## src/sv/bsmc_pkg.sv

```systemverilog
// Shared types and constants of the blockwise saturating MAC column.
package bsmc_pkg;

    localparam int ACT_W      = 5;
    localparam int WEIGHT_W   = 7;
    localparam int RESULT_W   = 8;
    localparam int SEND_W     = 8;
    localparam int GAIN_W     = 24;
    localparam int SCALE_W    = SEND_W + GAIN_W;
    localparam int BSUM_W     = 20;
    localparam int TOTAL_W    = 16;
    localparam int PROD_W     = BSUM_W + SCALE_W;
    localparam int FRAC_W     = 16;
    localparam int SHIFTED_W  = PROD_W - FRAC_W;
    localparam int CFG_INDEX_W = 8;
    localparam int CFG_DATA_W  = 32;

    localparam logic [CFG_INDEX_W-1:0] REG_SEND_COUNT = CFG_INDEX_W'(0);
    localparam logic [CFG_INDEX_W-1:0] REG_GAIN       = CFG_INDEX_W'(1);

    localparam logic [SEND_W-1:0] SEND_COUNT_RESET = SEND_W'(1);
    localparam logic [GAIN_W-1:0] GAIN_RESET       = GAIN_W'(65536);

    // Commands from the controller to the datapath.
    typedef struct packed {
        logic accept;
        logic scale_en;
        logic mult_en;
        logic fold_en;
        logic emit_en;
    } bsmc_cmd_t;

    // Status from the datapath to the controller.
    typedef struct packed {
        logic row_at_end;
        logic last_pend;
        logic out_free;
    } bsmc_status_t;

endpackage

```

## src/sv/bsmc_ctrl.sv

```systemverilog
// Controller state machine of the blockwise saturating MAC column.
module bsmc_ctrl
    import bsmc_pkg::*;
(
    input  logic         clk,
    input  logic         rst_n,
    input  logic         in_valid,
    input  logic         last,
    input  bsmc_status_t status,
    output logic         in_ready,
    output bsmc_cmd_t    cmd
);

    typedef enum logic [4:0] {
        ST_IDLE  = 5'b00001,
        ST_SCALE = 5'b00010,
        ST_MULT  = 5'b00100,
        ST_FOLD  = 5'b01000,
        ST_EMIT  = 5'b10000
    } state_t;

    state_t state_reg;
    state_t state_next;

    always_comb
    begin
        state_next = state_reg;
        in_ready   = 1'b0;
        cmd        = '0;
        case (state_reg)
            ST_IDLE:
            begin
                in_ready = 1'b1;
                if (in_valid)
                begin
                    cmd.accept = 1'b1;
                    if (last || status.row_at_end)
                    begin
                        state_next = ST_SCALE;
                    end
                end
            end
            ST_SCALE:
            begin
                cmd.scale_en = 1'b1;
                state_next   = ST_MULT;
            end
            ST_MULT:
            begin
                cmd.mult_en = 1'b1;
                state_next  = ST_FOLD;
            end
            ST_FOLD:
            begin
                cmd.fold_en = 1'b1;
                state_next  = status.last_pend ? ST_EMIT : ST_IDLE;
            end
            ST_EMIT:
            begin
                // hold until the output register is free
                if (status.out_free)
                begin
                    cmd.emit_en = 1'b1;
                    state_next  = ST_IDLE;
                end
            end
            default:
            begin
                state_next = ST_IDLE;
            end
        endcase
    end

    always_ff @(posedge clk or negedge rst_n)
    begin
        if (!rst_n)
        begin
            state_reg <= ST_IDLE;
        end
        else
        begin
            state_reg <= state_next;
        end
    end

endmodule

```

## src/sv/bsmc_datapath.sv

```systemverilog
// Datapath of the blockwise saturating MAC column: accumulate, scale, fold, emit.
module bsmc_datapath
    import bsmc_pkg::*;
#(
    parameter int ROWS_PER_BLOCK = 128,
    parameter int WEIGHT_MAX     = 63
)
(
    input  logic                        clk,
    input  logic                        rst_n,
    input  bsmc_cmd_t                   cmd,
    output bsmc_status_t                status,
    input  logic                        cfg_write,
    input  logic [CFG_INDEX_W-1:0]      cfg_index,
    input  logic [CFG_DATA_W-1:0]       cfg_data,
    input  logic [ACT_W-1:0]            activation,
    input  logic signed [WEIGHT_W-1:0]  weight,
    input  logic                        last,
    output logic                        out_valid,
    input  logic                        out_ready,
    output logic signed [RESULT_W-1:0]  result,
    output logic                        range_error
);

    localparam int ROW_W = (ROWS_PER_BLOCK > 1) ? $clog2(ROWS_PER_BLOCK) : 1;
    localparam logic [ROW_W-1:0] ROW_LAST = ROW_W'(ROWS_PER_BLOCK - 1);
    localparam logic signed [WEIGHT_W:0] WMAX_POS = (WEIGHT_W + 1)'(WEIGHT_MAX);
    localparam logic signed [WEIGHT_W:0] WMAX_NEG = -WMAX_POS;
    localparam int MAC_W = ACT_W + WEIGHT_W + 1;

    logic [SEND_W-1:0]               send_count_reg;
    logic [GAIN_W-1:0]               gain_reg;
    logic [SCALE_W-1:0]              scale_reg;
    logic signed [PROD_W-1:0]        prod_reg;
    logic signed [BSUM_W-1:0]        block_sum_reg;
    logic signed [TOTAL_W-1:0]       total_reg;
    logic [ROW_W-1:0]                row_reg;
    logic                            error_reg;
    logic                            last_reg;
    logic                            out_valid_reg;
    logic signed [RESULT_W-1:0]      result_reg;
    logic                            range_error_reg;

    logic signed [WEIGHT_W:0]        weight_ext;
    logic signed [MAC_W-1:0]         mac;
    logic signed [PROD_W:0]          prod_full;
    logic signed [SHIFTED_W-1:0]     shifted;
    logic signed [RESULT_W-1:0]      block_i8;
    logic signed [TOTAL_W:0]         total_sum;
    logic signed [TOTAL_W-1:0]       total_next;
    logic signed [RESULT_W-1:0]      total_i8;
    logic                            weight_bad;

    always_comb
    begin
        weight_ext = (WEIGHT_W + 1)'(weight);
        weight_bad = (weight_ext > WMAX_POS) || (weight_ext < WMAX_NEG);
        mac        = $signed({{(MAC_W - ACT_W){1'b0}}, activation}) * MAC_W'(weight);
        prod_full  = $signed(block_sum_reg) * $signed({1'b0, scale_reg});
        // arithmetic shift floors toward minus infinity
        shifted    = SHIFTED_W'(prod_reg >>> FRAC_W);

        if (shifted < -SHIFTED_W'(128))
            block_i8 = -RESULT_W'(128);
        else if (shifted > SHIFTED_W'(127))
            block_i8 = RESULT_W'(127);
        else
            block_i8 = RESULT_W'(shifted);

        total_sum = (TOTAL_W + 1)'(total_reg) + (TOTAL_W + 1)'(block_i8);
        if (total_sum > (TOTAL_W + 1)'(32767))
            total_next = TOTAL_W'(32767);
        else if (total_sum < -(TOTAL_W + 1)'(32768))
            total_next = -TOTAL_W'(32768);
        else
            total_next = TOTAL_W'(total_sum);

        if (total_reg < -TOTAL_W'(128))
            total_i8 = -RESULT_W'(128);
        else if (total_reg > TOTAL_W'(127))
            total_i8 = RESULT_W'(127);
        else
            total_i8 = RESULT_W'(total_reg);
    end

    // accumulation state and configuration
    always_ff @(posedge clk or negedge rst_n)
    begin
        if (!rst_n)
        begin
            send_count_reg <= SEND_COUNT_RESET;
            gain_reg       <= GAIN_RESET;
            block_sum_reg  <= '0;
            total_reg      <= '0;
            row_reg        <= '0;
            error_reg      <= 1'b0;
            last_reg       <= 1'b0;
            out_valid_reg  <= 1'b0;
        end
        else
        begin
            if (cfg_write)
            begin
                case (cfg_index)
                    REG_SEND_COUNT: send_count_reg <= cfg_data[SEND_W-1:0];
                    REG_GAIN:       gain_reg       <= cfg_data[GAIN_W-1:0];
                    default:        ;
                endcase
            end

            if (cmd.accept)
            begin
                block_sum_reg <= block_sum_reg + BSUM_W'(mac);
                last_reg      <= last;
                if (weight_bad)
                    error_reg <= 1'b1;
                if (!(last || row_reg == ROW_LAST))
                    row_reg <= row_reg + ROW_W'(1);
            end

            if (cmd.fold_en)
            begin
                total_reg     <= total_next;
                block_sum_reg <= '0;
                row_reg       <= '0;
            end

            if (cmd.emit_en)
            begin
                total_reg     <= '0;
                error_reg     <= 1'b0;
                out_valid_reg <= 1'b1;
            end
            else if (out_ready)
            begin
                out_valid_reg <= 1'b0;
            end
        end
    end

    // scaling pipeline and output payload
    always_ff @(posedge clk)
    begin
        if (cmd.scale_en)
            scale_reg <= send_count_reg * gain_reg;
        if (cmd.mult_en)
            prod_reg <= PROD_W'(prod_full);
        if (cmd.emit_en)
        begin
            result_reg      <= total_i8;
            range_error_reg <= error_reg;
        end
    end

    assign status.row_at_end = (row_reg == ROW_LAST);
    assign status.last_pend  = last_reg;
    assign status.out_free   = !out_valid_reg || out_ready;

    assign out_valid   = out_valid_reg;
    assign result      = result_reg;
    assign range_error = range_error_reg;

endmodule

```

## src/sv/blockwise_saturating_mac_column.sv

```systemverilog
// Top level of the blockwise saturating MAC column: controller plus datapath.
//
// Usage: input requests (activation, weight, last) arrive on the in_valid /
// in_ready channel, one product per request. Products add into a block sum;
// after ROWS_PER_BLOCK rows, or at a request marked last, the block sum is
// scaled by send_count * gain_q8_16 / 2^16 (floored), clamped to int8 and
// added to a saturating 16-bit running total. At a request marked last the
// total is clamped to int8 and presented with range_error on out_valid /
// out_ready, and the vector state clears.
// Throughput: one request per cycle inside a block. A block close runs the
// scale product, block multiply and fold steps in order; a last request adds
// an emit step on top to load the output register.
// Stall: the result waits in an output register; accumulation of the next
// vector proceeds, and only the next emit waits for out_ready.
// Configuration: cfg_valid / cfg_ready writes send_count (index 0) or
// gain_q8_16 (index 1); other indexes are dropped. cfg_ready is always high.
// Reset: rst_n clears all accumulation state and restores send_count = 1 and
// gain = 1.0; no output is pending after reset.
module blockwise_saturating_mac_column
    import bsmc_pkg::*;
#(
    parameter int ROWS_PER_BLOCK = 128,
    parameter int WEIGHT_MAX     = 63
)
(
    input  logic                        clk,
    input  logic                        rst_n,
    input  logic                        in_valid,
    output logic                        in_ready,
    input  logic [ACT_W-1:0]            activation,
    input  logic signed [WEIGHT_W-1:0]  weight,
    input  logic                        last,
    output logic                        out_valid,
    input  logic                        out_ready,
    output logic signed [RESULT_W-1:0]  result,
    output logic                        range_error,
    input  logic                        cfg_valid,
    output logic                        cfg_ready,
    input  logic [CFG_INDEX_W-1:0]      cfg_index,
    input  logic [CFG_DATA_W-1:0]       cfg_data
);

    bsmc_cmd_t    cmd;
    bsmc_status_t status;

    // configuration writes never stall
    assign cfg_ready = 1'b1;

    bsmc_ctrl u_ctrl (
        .clk      (clk),
        .rst_n    (rst_n),
        .in_valid (in_valid),
        .last     (last),
        .status   (status),
        .in_ready (in_ready),
        .cmd      (cmd)
    );

    bsmc_datapath #(
        .ROWS_PER_BLOCK (ROWS_PER_BLOCK),
        .WEIGHT_MAX     (WEIGHT_MAX)
    ) u_datapath (
        .clk         (clk),
        .rst_n       (rst_n),
        .cmd         (cmd),
        .status      (status),
        .cfg_write   (cfg_valid && cfg_ready),
        .cfg_index   (cfg_index),
        .cfg_data    (cfg_data),
        .activation  (activation),
        .weight      (weight),
        .last        (last),
        .out_valid   (out_valid),
        .out_ready   (out_ready),
        .result      (result),
        .range_error (range_error)
    );

    // a last request always starts a close sequence, which blocks input
    assert property (@(posedge clk) disable iff (!rst_n)
        (in_valid && in_ready && last) |=> !in_ready)
        else $error("input taken during block close");

    // the fold uses the product registered in the cycle before
    assert property (@(posedge clk) disable iff (!rst_n)
        cmd.fold_en |-> $past(cmd.mult_en))
        else $error("fold without preceding block multiply");

    // a new result is loaded only while input is held off
    assert property (@(posedge clk) disable iff (!rst_n)
        cmd.emit_en |-> (!in_ready && $past(cmd.fold_en || cmd.emit_en || !in_ready)))
        else $error("emit outside the close sequence");

endmodule
```

## config.mk

```make
export PLATFORM = sky130hd
export DESIGN_NAME = blockwise_saturating_mac_column
export DESIGN_NICKNAME = d
export VERILOG_FILES = /design/src/sv/bsmc_pkg.sv /design/src/sv/bsmc_ctrl.sv /design/src/sv/bsmc_datapath.sv /design/src/sv/blockwise_saturating_mac_column.sv
export SDC_FILE = /design/constraint.sdc
export NUM_CORES = 2
export LEC_CHECK = 0
export BUFFER_PORTS_ARGS = -buffer_cell sky130_fd_sc_hd__buf_4
export CORE_MARGIN = 3
export CORE_UTILIZATION = 64
export DETAILED_ROUTE_END_ITERATION = 12
export HOLD_SLACK_MARGIN = 0.05
export PLACE_DENSITY = 0.92
export SLEW_MARGIN = 40
export SYNTH_ARGS = -nofsm -noshare
export SYNTH_HDL_FRONTEND = slang
export SYNTH_SLANG_ARGS = --single-unit
```

## constraint.sdc

```tcl
create_clock -name clk -period 10.7 [get_ports clk]
set_clock_uncertainty 0.2 [all_clocks]
set_input_delay 1.605 -clock clk [delete_from_list [all_inputs] [get_ports clk]]
set_output_delay 1.605 -clock clk [all_outputs]
set_load 0.005 [all_outputs]
```

== Word level (Yosys, flattened, before mapping) ==
Cells that the tools add are included.

* Register bits: 176
* Input bits: 58
* Logic and storage cells: 83

* Add/sub/neg operators: 3
* $mul: 3
* Magnitude comparators: 8
* Eq/ne operators: 11
* Mux-type cells: 30
* Reduce and logical (&&, ||, !) cells: 15

{| class="wikitable"
|+ Operator list
! kind !! count
|-
| $mux 16 || 4
|-
| $mul 20x33->52 || 1
|-
| $mux 20 || 2
|-
| $gt 36x8->1 const B || 1
|-
| $lt 36x8->1 const B || 1
|-
| $mul 8x24->32 || 1
|-
| $pmux 5 s5 || 1
|-
| $mux 8 || 3
|-
| $mux 7 || 3
|-
| $add 20x13->20 || 1
|-
| $mux 5 || 4
|-
| $add 16x8->17 || 1
|-
| $gt 17x16->1 const B || 1
|-
| $lt 17x16->1 const B || 1
|-
| $gt 16x8->1 const B || 1
|-
| $lt 16x8->1 const B || 1
|-
| $mul 6x7->13 || 1
|-
| $mux 1 || 13
|-
| $reduce_bool 2->1 || 5
|-
| $eq 8x1->1 const B || 1
|-
| $logic_not 8->1 || 1
|-
| $reduce_and 2->1 || 4
|-
| $add 7x1->7 const B || 1
|-
| $eq 7x7->1 const B || 1
|-
| other kinds (12) || 16
|}

== Depth between registers and ports, before layout ==
* Depth in word-level cells: 9
* Depth in mapped cells: 26
* Mapped depth without buffers: 25

== Cells and area by module ==
A second synthesis with hierarchy kept.

* Cell total of the unflattened synthesis: 3,685
* Area total of the unflattened synthesis: 34,787.1 sq um

{| class="wikitable"
|+ By module, submodules not included
! module !! instances !! cells an instance !! area an instance (sq um) !! sequential area each (sq um)
|-
| bsmc_datapath || 1 || 3,654 || 34,475.6 || 4,266.6
|-
| bsmc_ctrl || 1 || 29 || 300.3 || 126.4
|-
| blockwise_saturating_mac_column || 1 || 2 || 11.3 || 0.0
|}

== Least setup slack after synthesis ==
Ideal clock, no wire load.

* Path kind: reg-to-reg
* Start point: reg u_datapath.block_sum_reg[19]
* End point: reg u_datapath.prod_reg[51], data pin
* Library setup time: 264 ps
* Arrival: 6,787 ps
* Slack: 3,448 ps
* Stages on the path, launching flop included: 24
* Path buffers: 3
* Clock period less this slack: 7,252 ps
* Cell sequence: dfrtp_1 clkbuf_1 clkinv_1 clkbuf_1 nor2_1 fa_1 fa_1 fa_1 fa_1 fa_1 fa_1 inv_1 fa_1 inv_1 ha_1 clkbuf_1 nand4_1 or3_1 a21oi_1 a21boi_2 o211ai_2 a41oi_2 o41ai_2 xnor2_1

* Longest elaborated chain between the ends: 1

{| class="wikitable"
|+ Ends and longest elaborated chain
! what !! line !! source
|-
| start, declared || bsmc_datapath.sv:35 || <nowiki>logic signed [BSUM_W-1:0] block_sum_reg;</nowiki>
|-
| start signal, assigned || bsmc_datapath.sv:113 || <nowiki>block_sum_reg <= block_sum_reg + BSUM_W'(mac);</nowiki>
|-
| $mul 20x33->52 || bsmc_datapath.sv:59 || <nowiki>prod_full = $signed(block_sum_reg) * $signed({1'b0, scale_reg});</nowiki>
|-
| net u_datapath.prod_full[51] || bsmc_datapath.sv:46 || <nowiki>logic signed [PROD_W:0] prod_full;</nowiki>
|-
| end signal, assigned || bsmc_datapath.sv:147 || <nowiki>prod_reg <= PROD_W'(prod_full);</nowiki>
|-
| end, declared || bsmc_datapath.sv:34 || <nowiki>logic signed [PROD_W-1:0] prod_reg;</nowiki>
|}

The timed path passes the listed nets, and every way through them passes these cells.
A chain may end at the register's enable or synchronous reset.

== Worst setup path after layout ==
* Start point: reg u_datapath.scale_reg[14]
* End point: reg u_datapath.prod_reg[50], data pin

* Longest elaborated chain between the ends: 1

{| class="wikitable"
|+ Ends and longest elaborated chain
! what !! line !! source
|-
| start, declared || bsmc_datapath.sv:33 || <nowiki>logic [SCALE_W-1:0] scale_reg;</nowiki>
|-
| start signal, assigned || bsmc_datapath.sv:145 || <nowiki>scale_reg <= send_count_reg * gain_reg;</nowiki>
|-
| $mul 20x33->52 || bsmc_datapath.sv:59 ||
|-
| net u_datapath.prod_full[50] || bsmc_datapath.sv:46 ||
|}

The timed path passes the listed nets, and every way through them passes these cells.

==> results.json <==
{
  "wl_per_cell_um": 19.7,
  "globalplace.congestion": 0.906,
  "largest_reg_flops": 36,
  "finalInstanceArea_um2": 36900,
  "vias": 26300,
  "synth_compound_area_share_pct": 6.21,
  "crit_arrival_ps": 8260,
  "yosysMostFrequentCell": "inv_1",
  "ys.flop_type": "dfrtp_1",
  "dieWidth_um": 240,
  "cts-resized-gates": 0,
  "avgSynthCellArea_um2": 9.38,
  "finalMaxSlewViolations": 0,
  "muxShareOfSynthArea_pct": 1.17,
  "synth_top_area_share_pct": 40.3,
  "area_growth_pct": 4.95,
  "dieHeight_um": 240,
  "ys_top_cells_by_area": "fa_1 (40%), ha_1 (10%), inv_1 (8.5%)",
  "start_kind": "flip-flop",
  "synth_fa_ha_area_share_pct": 50.8,
  "yosys.cell_types.count": 82,
  "yosysWarnings": 0,
  "syn_nets": 4804,
  "required_ps": 10750,
  "hp-class": "flip-flop to flip-flop",
  "finalCoreUtilization_pct": 68.3,
  "slowest_stage": "edfxtp_1",
  "synth_top_area_cell": "fa_1",
  "tightest_slew_ps": 994,
  "initial_core_util_pct": 65.0,
  "grt_max_degree": 47,
  "max_slew_margin_pct": 33.7,
  "ys_seq_area_share_pct": 12.5,
  "drtIter0Drc": 2362,
  "synth_cells": 3745,
  "synth-async-reset-ratio_pct": 51.9,
  "hold_viol": 0,
  "coreArea_um2": 54000,
  "place_area_um2": 36100,
  "cts.path.max_buffers": 2,
  "critPathMostFrequentCell": "fa_1",
  "grt_usage_pct": 31.4,
  "io_pins": 70,
  "yosys_register_bits": 160,
  "fin_crit_ps": 8210,
  "dp_hpwl_um": 65300,
  "ant_nets": 0,
  "cts_sinks": 160,
  "layout.nets": 4758,
  "cts_setup_buffers": 0,
  "holdWs_ps": 255,
  "drive_gt1_share_pct": 5.33,
  "maxCapViolations": 0,
  "end_kind": "flip-flop",
  "clk_pin_slew_worst_paths_ps": 90,
  "grt_pass1_vias": 28900,
  "dr.pass1.iters": 8,
  "root_buffer": "clkbuf_16",
  "fmax_mhz": 122,
  "hold_buffers": 0,
  "die_area_um2": 57800,
  "grt_pass1_wl_um": 142000,
  "ctsHtreeMaxLevel": 4,
  "drc": 0,
  "overflow": 0,
  "insertion_delay_ps": 520,
  "yosys.area_share.simple_pct": 16.5,
  "antenna_found_initial": 0,
  "worstSetupPathType": "flip-flop to flip-flop",
  "worstPathCellList": "and2_1 -> fa_1 -> fa_1 -> inv_1 -> fa_1 -> inv_1 -> fa_1 -> fa_1 -> fa_1 -> inv_1 -> fa_1 -> inv_1 -> ha_1 -> a21o_1 -> nor4_1 -> nand3_1 -> o211ai_1 -> o2111ai_1 -> a311oi_1 -> o21bai_1 -> xnor2_1",
  "synth_top_family_by_area": "adder cells",
  "rsz0062_at_grt": "no",
  "fin_crit_sh_pct": 76.8,
  "synth_common_cells": "inv_1 (799), fa_1 (708), nand2_1 (452)",
  "nFillCells": 3571,
  "io_buffers": 60,
  "synth_area_um2": 35100,
  "fp-row-count": 85,
  "cts_tree": "done",
  "vias_per_cell": 5.96,
  "tns_ps": 0,
  "outcome": "finished, final reports clean",
  "antennaDiodeCount": 0,
  "numCtsBuffers": 17,
  "drt-total-wl_um": 86900,
  "synth_xor_area_share_pct": 2.42,
  "worstPathMaxFanout": 20,
  "synth-edff-count": 77,
  "critical_path.max_stage_delay_ps": 1000,
  "setup_viol": 0
}
==> metrics by stage <==
step | setup WS, ps | cells
5_1_grt | 2250 | 4408
3_5_place_dp | 2610 | 4364
4_1_cts | 2590 | 4396
6_report | 2490 | 4408
3_3_place_gp | 2760 | 4362
2_1_floorplan | 3450 | 3745
==> per-layer routing <==
metal  track usage (%)  wire, um  vias to the layer above
met2              52.5     41900                     1639
met4              14.4      4400                        0
li1                  -         -                    11300
met3              9.54     10500                      446
met1              37.5     30100                    12900
met5                 0         0                        -
==> placed cells by master (no fill, tap or decap), drive strengths merged, types with 6 or more instances in the layout <==
cell,n
inv,807
fa,708
nand2,452
and2,438
ha,293
buf,108
nor2,97
a21oi,88
dfrtp,80
edfxtp,77
o21ai,63
a21o,61
xnor2,61
nand3,38
xor2,36
mux2,33
nand4,25
o21a,21
nand2b,21
clkbuf,21
nor4,17
and3,13
nor2b,11
a211oi,11
or3,10
nor3,10
o21bai,9
a221o,9
a31oi,8
o22ai,6
==> kinds of logic after synthesis <==
| group | count (synthesis) |
|---|---|
| simple gates | 1149 |
| other cells | 1 |
| flops | 160 |
| fa+ha+maj | 1001 |
| buf+inv | 973 |
| compound gates | 327 |
| xor+xnor | 97 |
| mux | 37 |
==> layout make-up <==
| cell class | count | area, um^2 | area share, % |
|---|---|---|---|
| Tap cell | 696 | 871 | 2.36 |
| Inverter | 800 | 3000 | 8.14 |
| Clock buffer | 21 | 493 | 1.34 |
| Multi-Input combinational cell | 2612 | 27100 | 73.5 |
| Clock inverter | 11 | 130 | 0.353 |
| Sequential cell | 160 | 4400 | 11.9 |
| Timing Repair Buffer | 108 | 882 | 2.39 |
==> worst paths after layout <==
| path | startpoint | end | slack (ps) | cells past startpoint |
|---|---|---|---|---|
| setup / recovery | u_datapath.scale_reg[14] | u_datapath.prod_reg[50] | 2490 | 21 |
| hold / removal | u_datapath.error_reg | u_datapath.range_error | 260 | 0 |
| setup reg to reg | u_datapath.scale_reg[14] | u_datapath.prod_reg[50] | 2490 | 21 |
| hold reg to reg | u_datapath.error_reg | u_datapath.range_error | 260 | 0 |
| max in group asynchronous | rst_n | u_datapath.total_reg[2] | 8410 | 2 |
| min in group asynchronous | rst_n | u_ctrl.state_reg[4] | 850 | 1 |
==> critical path: cells and delay by family, from the launching register on <==
kind	cells	cell delay [ps]
adders and majority gates	8	4000
AOI/OAI and AO/OA	5	1530
DFF	1	1000
and+or+nand+nor	3	840
buffers and inverters	4	240
xor gates and xnor gates	1	140
Power is not shown: default switching activity piles up to over one toggle a cycle in this logic, so the estimate is an artifact.
